### config.mk
export PLATFORM = sky130hd
export DESIGN_NAME = tty_echo_tx_rx_queue_engine_top
export DESIGN_NICKNAME = d
export VERILOG_FILES = /design/src/hw/rtl/tteq_pkg.sv /design/src/hw/rtl/tteq_fifo.sv /design/src/hw/rtl/tty_echo_tx_rx_queue_engine_top.sv
export SDC_FILE = /design/constraint.sdc
export NUM_CORES = 1
export LEC_CHECK = 0
export BUFFER_PORTS_ARGS = -buffer_cell sky130_fd_sc_hd__buf_4
export CORE_MARGIN = 5
export CORE_UTILIZATION = 34
export CTS_CLUSTER_DIAMETER = 100
export DETAILED_ROUTE_END_ITERATION = 16
export HOLD_SLACK_MARGIN = 0.03
export PLACE_DENSITY = 0.45
export SETUP_SLACK_MARGIN = 0.05
export SYNTH_ARGS = -nofsm -noshare
export SYNTH_HDL_FRONTEND = slang
export SYNTH_SLANG_ARGS = --single-unit
### constraint.sdc
create_clock -name clock -period 4.11 [get_ports clock]
set_input_delay 0.411 -clock clock [delete_from_list [all_inputs] [get_ports clock]]
set_output_delay 0.411 -clock clock [all_outputs]
set_load 0.1 [all_outputs]
### src/hw/rtl/tteq_pkg.sv
`timescale 1ns / 1ps
`default_nettype none

package tteq_pkg;

   // Queue geometry, shared by the three byte queues
   localparam int QUEUE_DEPTH = 8;
   localparam int PTR_W       = (QUEUE_DEPTH > 1) ? $clog2(QUEUE_DEPTH) : 1;
   localparam int CNT_W       = $clog2(QUEUE_DEPTH + 1);

   localparam int BYTE_W      = 8;
   localparam int ACTION_W    = 2;
   localparam int RSP_W       = 24;

   // Action codes carried on req_tuser
   localparam logic [ACTION_W-1:0] ACT_RX_BYTE  = 2'd0;
   localparam logic [ACTION_W-1:0] ACT_TX_READY = 2'd1;
   localparam logic [ACTION_W-1:0] ACT_HOST_WR  = 2'd2;
   localparam logic [ACTION_W-1:0] ACT_HOST_RD  = 2'd3;

   // Per-queue command: push with data, pop from head
   typedef struct packed {
      logic              push;
      logic [BYTE_W-1:0] push_data;
      logic              pop;
   } fifo_cmd_type;

   // Flags of an item waiting for its read data
   typedef struct packed {
      logic tx_valid;
      logic tx_from_echo;
      logic read_valid;
      logic write_accepted;
      logic tx_irq_enable;
      logic wake_writer;
      logic rx_dropped;
   } pend_type;

endpackage

`default_nettype wire

### src/hw/rtl/tteq_fifo.sv
`timescale 1ns / 1ps
`default_nettype none

module tteq_fifo
   import tteq_pkg::*;
(
   input  wire logic               clock,
   input  wire logic               reset,
   input  wire fifo_cmd_type       cmd,
   output logic [CNT_W-1:0]        count,
   output logic [BYTE_W-1:0]       rd_data
);

   localparam int SUM_W = CNT_W + 1;

   logic [BYTE_W-1:0] mem [QUEUE_DEPTH];
   logic [PTR_W-1:0]  head_ff, head_in;
   logic [CNT_W-1:0]  count_ff, count_in;
   logic [BYTE_W-1:0] rd_data_ff;
   logic [SUM_W-1:0]  wr_sum;
   logic [SUM_W-1:0]  wr_wrap;
   logic [PTR_W-1:0]  wr_addr;

   // Tail slot: head + count, folded once into range
   always_comb begin
      wr_sum  = SUM_W'(head_ff) + SUM_W'(count_ff);
      wr_wrap = (wr_sum >= SUM_W'(QUEUE_DEPTH)) ? (wr_sum - SUM_W'(QUEUE_DEPTH)) : wr_sum;
      wr_addr = wr_wrap[PTR_W-1:0];
   end

   // Pointer and fill count; caller only pushes when not full, pops when not empty
   always_comb begin
      head_in  = head_ff;
      count_in = count_ff;
      if (cmd.pop) begin
         head_in = (head_ff == PTR_W'(QUEUE_DEPTH - 1)) ? '0 : head_ff + PTR_W'(1);
      end
      unique case ({cmd.push, cmd.pop})
         2'b10:   count_in = count_ff + CNT_W'(1);
         2'b01:   count_in = count_ff - CNT_W'(1);
         default: count_in = count_ff;
      endcase
   end

   always_ff @(posedge clock) begin
      if (reset) begin
         head_ff  <= '0;
         count_ff <= '0;
      end else begin
         head_ff  <= head_in;
         count_ff <= count_in;
      end
   end

   // Storage: one write port, one registered read port
   always_ff @(posedge clock) begin
      if (cmd.push) begin
         mem[wr_addr] <= cmd.push_data;
      end
      if (cmd.pop) begin
         rd_data_ff <= mem[head_ff];
      end
   end

   assign count   = count_ff;
   assign rd_data = rd_data_ff;

endmodule

`default_nettype wire

### src/hw/rtl/tty_echo_tx_rx_queue_engine_top.sv
`timescale 1ns / 1ps
`default_nettype none

// Terminal line buffer with echo: receive, echo and transmit byte queues.
// Request channel (req_): one beat per event; req_tuser gives the action
// (byte received, transmitter ready, host write, host read), req_tdata the byte.
// Response channel (rsp_): exactly one beat per request, in order, carrying
// the transmit byte, host read byte and status flags.
// Config port (csr_): csr_we writes echo enable from csr_wdata; write only
// while no request is in flight.
// Pipeline: a response passes the read stage, where the queue memory is
// read, then the output register. Throughput: one request per cycle while
// the output does not stall; each queue memory has one write and one read
// port, and each action needs at most one access per queue.
// Reset: all queues empty, transmit interrupt off, echo enabled; the
// queue storage itself is not cleared, entries are read only once written.
// Stall: if rsp_tready is low, the output register holds its beat, one
// further result waits in the read stage, and then req_tready drops.
module tty_echo_tx_rx_queue_engine_top
   import tteq_pkg::*;
(
   input  wire logic                clock,
   input  wire logic                reset,
   // request
   input  wire logic                req_tvalid,
   output logic                     req_tready,
   input  wire logic [BYTE_W-1:0]   req_tdata,   // [7:0] data_byte
   input  wire logic [ACTION_W-1:0] req_tuser,   // [1:0] action
   // response
   output logic                     rsp_tvalid,
   input  wire logic                rsp_tready,
   // [0] tx_valid, [8:1] tx_byte, [9] read_valid, [17:10] read_byte,
   // [18] write_accepted, [19] tx_irq_enable, [20] wake_writer,
   // [21] rx_dropped, [23:22] zero
   output logic [RSP_W-1:0]         rsp_tdata,
   // configuration
   input  wire logic                csr_we,
   input  wire logic                csr_wdata
);

   fifo_cmd_type      rx_cmd, echo_cmd, tx_cmd;
   logic [CNT_W-1:0]  rx_count, echo_count, tx_count;
   logic [BYTE_W-1:0] rx_rd, echo_rd, tx_rd;

   logic              echo_en_ff;
   logic              irq_ff, irq_in;
   logic              pend_vld_ff, pend_vld_in;
   pend_type          pend_ff, pend_in;
   logic              rsp_vld_ff, rsp_vld_in;
   logic [RSP_W-1:0]  rsp_data_ff, rsp_data_in;

   logic              accept;
   logic              out_free;
   logic              move;
   logic              rx_full, echo_full, tx_full;
   logic              echo_empty, tx_empty, rx_empty;
   logic [BYTE_W-1:0] tx_byte, rd_byte;

   assign rx_full    = (rx_count == CNT_W'(QUEUE_DEPTH));
   assign echo_full  = (echo_count == CNT_W'(QUEUE_DEPTH));
   assign tx_full    = (tx_count == CNT_W'(QUEUE_DEPTH));
   assign rx_empty   = (rx_count == '0);
   assign echo_empty = (echo_count == '0);
   assign tx_empty   = (tx_count == '0);

   // Handshake: output slot frees when empty or being taken
   assign out_free   = !rsp_vld_ff || rsp_tready;
   assign move       = pend_vld_ff && out_free;
   assign req_tready = !pend_vld_ff || out_free;
   assign accept     = req_tvalid && req_tready;

   // Decode the action into queue commands and result flags
   always_comb begin
      rx_cmd   = '{push: 1'b0, push_data: req_tdata, pop: 1'b0};
      echo_cmd = '{push: 1'b0, push_data: req_tdata, pop: 1'b0};
      tx_cmd   = '{push: 1'b0, push_data: req_tdata, pop: 1'b0};
      pend_in  = '0;
      irq_in   = irq_ff;
      if (accept) begin
         unique case (req_tuser)
            ACT_RX_BYTE: begin
               rx_cmd.push        = !rx_full;
               pend_in.rx_dropped = rx_full;
               if (echo_en_ff) begin
                  echo_cmd.push       = !echo_full;
                  // echo queue goes from empty to one deep
                  if (echo_empty) begin
                     irq_in = 1'b1;
                  end
                  pend_in.wake_writer = 1'b1;
               end
            end
            ACT_TX_READY: begin
               if (!echo_empty) begin
                  echo_cmd.pop         = 1'b1;
                  pend_in.tx_valid     = 1'b1;
                  pend_in.tx_from_echo = 1'b1;
               end else if (!tx_empty) begin
                  tx_cmd.pop          = 1'b1;
                  pend_in.tx_valid    = 1'b1;
                  pend_in.wake_writer = 1'b1;
                  irq_in              = 1'b1;
               end else begin
                  irq_in = 1'b0;
               end
            end
            ACT_HOST_WR: begin
               tx_cmd.push            = !tx_full;
               pend_in.write_accepted = !tx_full;
               irq_in                 = 1'b1;
            end
            ACT_HOST_RD: begin
               rx_cmd.pop         = !rx_empty;
               pend_in.read_valid = !rx_empty;
            end
            default: begin
               irq_in = irq_ff;
            end
         endcase
      end
      pend_in.tx_irq_enable = irq_in;
   end

   tteq_fifo u_rx_fifo (
      .clock   (clock),
      .reset   (reset),
      .cmd     (rx_cmd),
      .count   (rx_count),
      .rd_data (rx_rd)
   );

   tteq_fifo u_echo_fifo (
      .clock   (clock),
      .reset   (reset),
      .cmd     (echo_cmd),
      .count   (echo_count),
      .rd_data (echo_rd)
   );

   tteq_fifo u_tx_fifo (
      .clock   (clock),
      .reset   (reset),
      .cmd     (tx_cmd),
      .count   (tx_count),
      .rd_data (tx_rd)
   );

   // Read stage: merge queue read data with the held flags
   always_comb begin
      tx_byte = '0;
      if (pend_ff.tx_valid) begin
         tx_byte = pend_ff.tx_from_echo ? echo_rd : tx_rd;
      end
      rd_byte = pend_ff.read_valid ? rx_rd : '0;
      rsp_data_in = {2'b00, pend_ff.rx_dropped, pend_ff.wake_writer,
                     pend_ff.tx_irq_enable, pend_ff.write_accepted,
                     rd_byte, pend_ff.read_valid, tx_byte, pend_ff.tx_valid};
   end

   always_comb begin
      pend_vld_in = accept ? 1'b1 : (move ? 1'b0 : pend_vld_ff);
      rsp_vld_in  = move ? 1'b1 : (rsp_tready ? 1'b0 : rsp_vld_ff);
   end

   // Control registers
   always_ff @(posedge clock) begin
      if (reset) begin
         echo_en_ff  <= 1'b1;
         irq_ff      <= 1'b0;
         pend_vld_ff <= 1'b0;
         rsp_vld_ff  <= 1'b0;
      end else begin
         if (csr_we) begin
            echo_en_ff <= csr_wdata;
         end
         irq_ff      <= irq_in;
         pend_vld_ff <= pend_vld_in;
         rsp_vld_ff  <= rsp_vld_in;
      end
   end

   // Payload registers
   always_ff @(posedge clock) begin
      if (accept) begin
         pend_ff <= pend_in;
      end
      if (move) begin
         rsp_data_ff <= rsp_data_in;
      end
   end

   assign rsp_tvalid = rsp_vld_ff;
   assign rsp_tdata  = rsp_data_ff;

   // A result in the read stage is never lost while the output stalls
   a_pend_holds: assert property (@(posedge clock) disable iff (reset)
      (pend_vld_ff && !out_free) |=> (pend_vld_ff && $stable(pend_ff)))
      else $error("read-stage result lost under stall");

   // Queue fill counts stay within depth
   a_count_range: assert property (@(posedge clock) disable iff (reset)
      (rx_count <= CNT_W'(QUEUE_DEPTH)) && (echo_count <= CNT_W'(QUEUE_DEPTH))
      && (tx_count <= CNT_W'(QUEUE_DEPTH)))
      else $error("queue count out of range");

   // A transmit and a host read never come from the same beat
   a_one_source: assert property (@(posedge clock) disable iff (reset)
      rsp_vld_ff |-> !(rsp_data_ff[0] && rsp_data_ff[9]))
      else $error("transmit and read in one response");

   // Nothing is pending or presented straight after reset
   a_reset_idle: assert property (@(posedge clock)
      $past(reset) |-> (!rsp_vld_ff && !pend_vld_ff))
      else $error("pipeline not idle after reset");

endmodule

`default_nettype wire
; ---- After elaboration in Yosys (flattened, before gate mapping)
; Memory sizes are Yosys's and may differ from the RTL's. A register that Yosys moved wholly into a read port is not among the register bits.
; Cells that the tools add are included.
[word_totals]
memories = 3
elab_cells = 119
in_bits = 16
ram_bits = 192
reg_bits = 54
[classes]
order_cmp = 3
addsub = 15
eq_ne = 15
reduce_logical = 19
muxes = 44
[memory_table]
columns = memory, depth, width, read_ports, rd_clocked_by_memory_dff, write_ports, line_no
row1 = u_echo_fifo.mem, 8, 8, 1, 1, 1, tteq_fifo.sv:16  ; logic [BYTE_W-1:0] mem [QUEUE_DEPTH];
row2 = u_rx_fifo.mem, 8, 8, 1, 1, 1, tteq_fifo.sv:16
row3 = u_tx_fifo.mem, 8, 8, 1, 1, 1, tteq_fifo.sv:16
[op_table]
columns = cell, n
row1 = 2-to-1 mux 1 bit, 32
row2 = case mux 4 bit (2 select lines), 3
row3 = 2-to-1 mux 3 bit, 6
row4 = adder 3 x 4 -> 5 bit, 3
row5 = ">= comparator 5 x 4 -> 1 bit, second input constant", 3
row6 = "adder 4 x 1 -> 4 bit, second input constant", 3
row7 = "== test 4 bit, second input constant", 3
row8 = zero test 4 bit, 3
row9 = "subtractor 4 x 1 -> 4 bit, second input constant", 3
row10 = "== test 2 bit, second input constant", 5
row11 = nonzero test 2 bit, 5
row12 = "adder 3 x 1 -> 3 bit, second input constant", 3
row13 = "== test 3 bit, second input constant", 3
row14 = "subtractor 3 x 1 -> 3 bit, second input constant", 3
row15 = "== test 2 x 1 -> 1 bit, second input constant", 4
row16 = 2-to-1 mux 8 bit, 1
row17 = zero test 1 bit, 6
row18 = case mux 1 bit (3 select lines), 1
row19 = logical AND 1 bit, 2
row20 = zero test 2 bit, 1
row21 = logical OR 1 bit, 2
row22 = case mux 1 bit (2 select lines), 1

; ---- Longest topological paths before layout
[depth]
ltp_word = 7
depth_mapped = 12

; ---- Hierarchy
; A second synthesis with hierarchy kept.
[hier_totals]
hier_cells = 598
area_unflattened_um2 = 11115.7
[by_module_without_submodules]
columns = module, seq_area_each_um2, n_inst, cells_each, area_per_inst_um2
row1 = tteq_fifo at u_echo_fifo ..., 2302.2, 2, 163, 3230.6
row2 = tteq_fifo at u_tx_fifo, 2302.2, 1, 164, 3238.1
row3 = tty_echo_tx_rx_queue_engine_top, 950.9, 1, 108, 1416.4

; ---- Least setup slack after synthesis
; OpenSTA, ideal clock, no wires.
[synth_path]
path_kind = flip-flop to flip-flop
startpoint = reg rsp_vld_ff (netlist: rsp_tvalid)
endpoint = reg u_rx_fifo.count_ff[3] (netlist: u_rx_fifo.count[3])
slack_ps = -136
arrival_time_ps = 4176
period_less_slack_ps = 4246
stages_incl_launch_ff = 11
n_path_buf = 1
setup_time_ps = 70
path_cell_list = dfxtp_1 > nand3b_1 > or4b_1 > clkbuf_1 > inv_1 > ha_1 > ha_1 > a21oi_1 > a21oi_1 > or4_1 > a21oi_1
[synth_rtl]
columns = item, line_no
row1 = start: declaration, tty_echo_tx_rx_queue_engine_top.sv:49  ; logic rsp_vld_ff, rsp_vld_in;
row2 = start signal: assignment, tty_echo_tx_rx_queue_engine_top.sv:178  ; rsp_vld_ff <= rsp_vld_in;
row3 = end signal: assignment, tteq_fifo.sv:51  ; count_ff <= count_in;
row4 = end: declaration, tteq_fifo.sv:18  ; logic [CNT_W-1:0] count_ff, count_in;

==> out/qor.csv <==
metric,value,unit
status,finished clean,
hold_path_depth,2,
ys_types,47,
slew_headroom,30.9,%
drc,0,
drt_wl_total,23.2,mm
cp-end-kind,register,
port_buffers,39,
antenna_cells,0,
syn_area_per_cell,18.0,um^2
arrival,3650,ps
dp_hpwl,15.1,mm
maxSlewViolCount,0,
crit_start,u_echo_fifo.count[0]$_SDFFE_PP0P_,
yosysWarnings,0,
hold_path_class,input pin to register,
hold_viol_final,0,
cts_tree,built,
cts_max_level,1,
routed_via_density,4.97,
vias,5478,
ir_worst_vdd,0.324,mV
fill_cells,2830,
die_w,189,um
max_freq,314,MHz
maxUsedRoutingLayer,met5,
cp-start-kind,register,
ant_nets,0,
crit_required,4580,ps
antenna_found_initial,1,
track_usage,13.0,%
synth_flop_cell,edfxtp_1,
wl_met1,11.1,mm
cellPowerDensity,476,mW/mm^2
syn_area,0.0109,mm^2
whs_endpoint,echo_en_ff$_SDFFE_PP1P_,
wl_per_cell,21.0,um
fin_skew,11.0,ps
p_leak,4.27,nW
worst_slack,923,ps
critical_path.max_fanout,11,
drv_cap,0,
syn2layout_area_growth,17.7,%
core,0.0316,mm^2
setup_total_negative_slack,0,ps
hold_buffers,0,
final_nets,716,
dp_worst_setup_slack,904,ps
finalWeightedCongestion,0.763,
crit_type,register to register,
synth_seq_cells,270,
fin_crit,3190,ps
grt_pass1_wl,35.3,mm
ctsResizeCount,0,
fp.dieH,189,um
worstReg2RegEnd,u_tx_fifo.count[2]$_SDFFE_PP0P_,
insertion_delay,540,ps
final_layout_size_suffix_gt1_share,28.0,%
dr.pass1.iters,4,
wl_met2,10.7,mm
rsz0062_at_grt,no,
grt_max_degree,29,
async_reset_ff_share,0,%
dieArea,0.0357,mm^2
cts-root-buf,clkbuf_16,
synth_edf_count,245,
cts_buffers,30,
setup_violations,0,
grt_pass1_vias,5733,
start_util,34.5,%
cts_max_path_buffers,3,
gr-total-overflow,0,
syn_inst,606,
clkSlewWorstSetupHoldPaths,60,ps
cts.sinks,270,
wl_met3,1.01,mm
rows,65,
r2r_cells,11,
rrSetupSlack,920,ps
post_cts_buffers,0,
min_from,csr_wdata,
r2r_start,u_echo_fifo.count[0]$_SDFFE_PP0P_,
boundaryPins,42,
finalCritPeriodShare,77.5,%
drt_iter0_drc,272,
synth-seq-area-share,72.1,%
worst_pin_slew,1040,ps
==> worst max-delay path by stage <==
stage | end | slack (ps) | cells after the start
after floorplan | u_rx_fifo.count[3]$_SDFFE_PP0P_ | 250 | 10
after CTS | u_tx_fifo.count[2]$_SDFFE_PP0P_ | 950 | 11
after global routing | u_echo_fifo.count[3]$_SDFFE_PP0P_ | 750 | 7
final | u_tx_fifo.count[2]$_SDFFE_PP0P_ | 920 | 11
after global placement | u_rx_fifo.count[3]$_SDFFE_PP0P_ | 990 | 10
after detailed placement | u_rx_fifo.count[3]$_SDFFE_PP0P_ | 900 | 10
==> worst max-delay path, stage by stage (launching register included) <==
cell and delay, ps:
dfxtp_1 390, or4_1 660, or3_4 450, nor2_1 100
buf_4 200, ha_1 290, xor2_1 180, ha_1 180
a21oi_1 50, xor2_1 170, or3_1 310, a21oi_1 140
==> registers in the layout (all words and copies together), names as in the netlist <==
signal               count
u_rx_fifo.head_ff        3
u_tx_fifo.rd_data        8
u_tx_fifo.head_ff        3
echo_en_ff               1
u_tx_fifo.count          4
pend_vld_ff              1
rsp_tvalid               1
u_echo_fifo.mem         64
u_echo_fifo.rd_data      8
u_tx_fifo.mem           64
u_echo_fifo.head_ff      3
u_rx_fifo.count          4
irq_ff                   1
rsp_tdata               22
u_rx_fifo.mem           64
u_rx_fifo.rd_data        8
u_echo_fifo.count        4
pend_ff                  7
==> report_power, final <==
part | internal (mW) | switching, mW
Sequential | 3.03 | 0.0207
Combinational | 0.0766 | 0.199
Clock | 1.74 | 1.04
==> per-layer routing <==
metal | vias to the layer above | GRT usage (%)
li1 | 2508 | -
met1 | 2849 | 19.2
met2 | 91 | 20.2
met3 | 28 | 2.14
met4 | 2 | 3.08
met5 | - | 0
==> Yosys cell counts (2+ instances only) <==
master    count  area (um^2)
or3b_2        2         17.5
mux4_2       48         1080
or2_2         3         18.8
nand2_1      14         52.6
nand2b_1      2         12.5
a21oi_1      21          105
edfxtp_1    245         7360
or3_1         6         37.5
xnor2_1       6         52.6
or4_1         3         22.5
o31ai_1       2         15.0
nand3b_1      2         15.0
nor4_1        3         18.8
ha_1         18          225
inv_1        17         63.8
or4b_2        2         20.0
nor2b_1      15         93.8
a211o_1       2         17.5
nor3_1       18         90.1
xor2_1       11         96.3
clkbuf_1     20         75.1
buf_4         2         15.0
nand3_1       5         25.0
mux2i_1      12          120
o21ai_0       7         35.0
a31oi_1       2         12.5
and2_1        8         50.1
fa_1          4         80.1
nand4_1       6         37.5
nor3b_1       2         15.0
nor2_1       29          109
buf_2         5         25.0
dfxtp_1      25          500
mux2_2       25          282
buf_1         2         7.51
==> stage by stage <==
| stage | power (mW) | util (%) | hold slack, ps | cell area (um^2) | instances |
|---|---|---|---|---|---|
| after detailed placement | 3.39 | 37.3 | 407 | 11800 | 1048 |
| after floorplan | 3.28 | - | 400 | 10900 | 607 |
| after global placement | 3.38 | 37.3 | 404 | 11800 | 1048 |
| after CTS | 6.20 | 40.6 | 49.5 | 12800 | 1103 |
| after global routing | 6.35 | 40.6 | 69.7 | 12800 | 1103 |
| final | 6.11 | 40.6 | 78.0 | 12800 | 1103 |
==> placed cells by master, fill, tap and decap left out, drive strengths merged, types with 12 or more instances in the layout <==
master  netlist  layout
nor3         18      18
inv          17      17
nor2b        15      15
mux2         25      25
mux4         48      48
dfxtp        25      25
nand2        14      14
edfxtp      245     245
ha           18      18
a21oi        21      21
nor2         29      29
buf          10      69
clkbuf       20      36
mux2i        12      12
clkinv        1      13
==> cell type report <==
cell class / instances / area [um^2] / share of cell area, %
timing repair buffer: 69 / 518 / 4.04
clock buffer: 36 / 795 / 6.19
tap: 402 / 503 / 3.92
inverter: 18 / 67.6 / 0.526
clock inverter: 19 / 244 / 1.90
sequential: 270 / 7860 / 61.2
multi-input combinational: 289 / 2850 / 22.2
==> cell families (layout without fill, tap and decap cells) <==
group                      count (synthesis)  count (layout)  share of synthesized area (%)
xor gates and xnor gates                  17              17                           1.37
adders and majority gates                 22              22                           2.80
AOI/OAI and AO/OA                         37              37                           1.95
other                                      1               2                         0.0344
muxes                                     85              85                           13.6
DFF                                      270             270                           72.1
and+or+nand+nor                          126             126                           6.33
buffers and inverters                     48             142                           1.85
(Power assumes the default switching activity.)
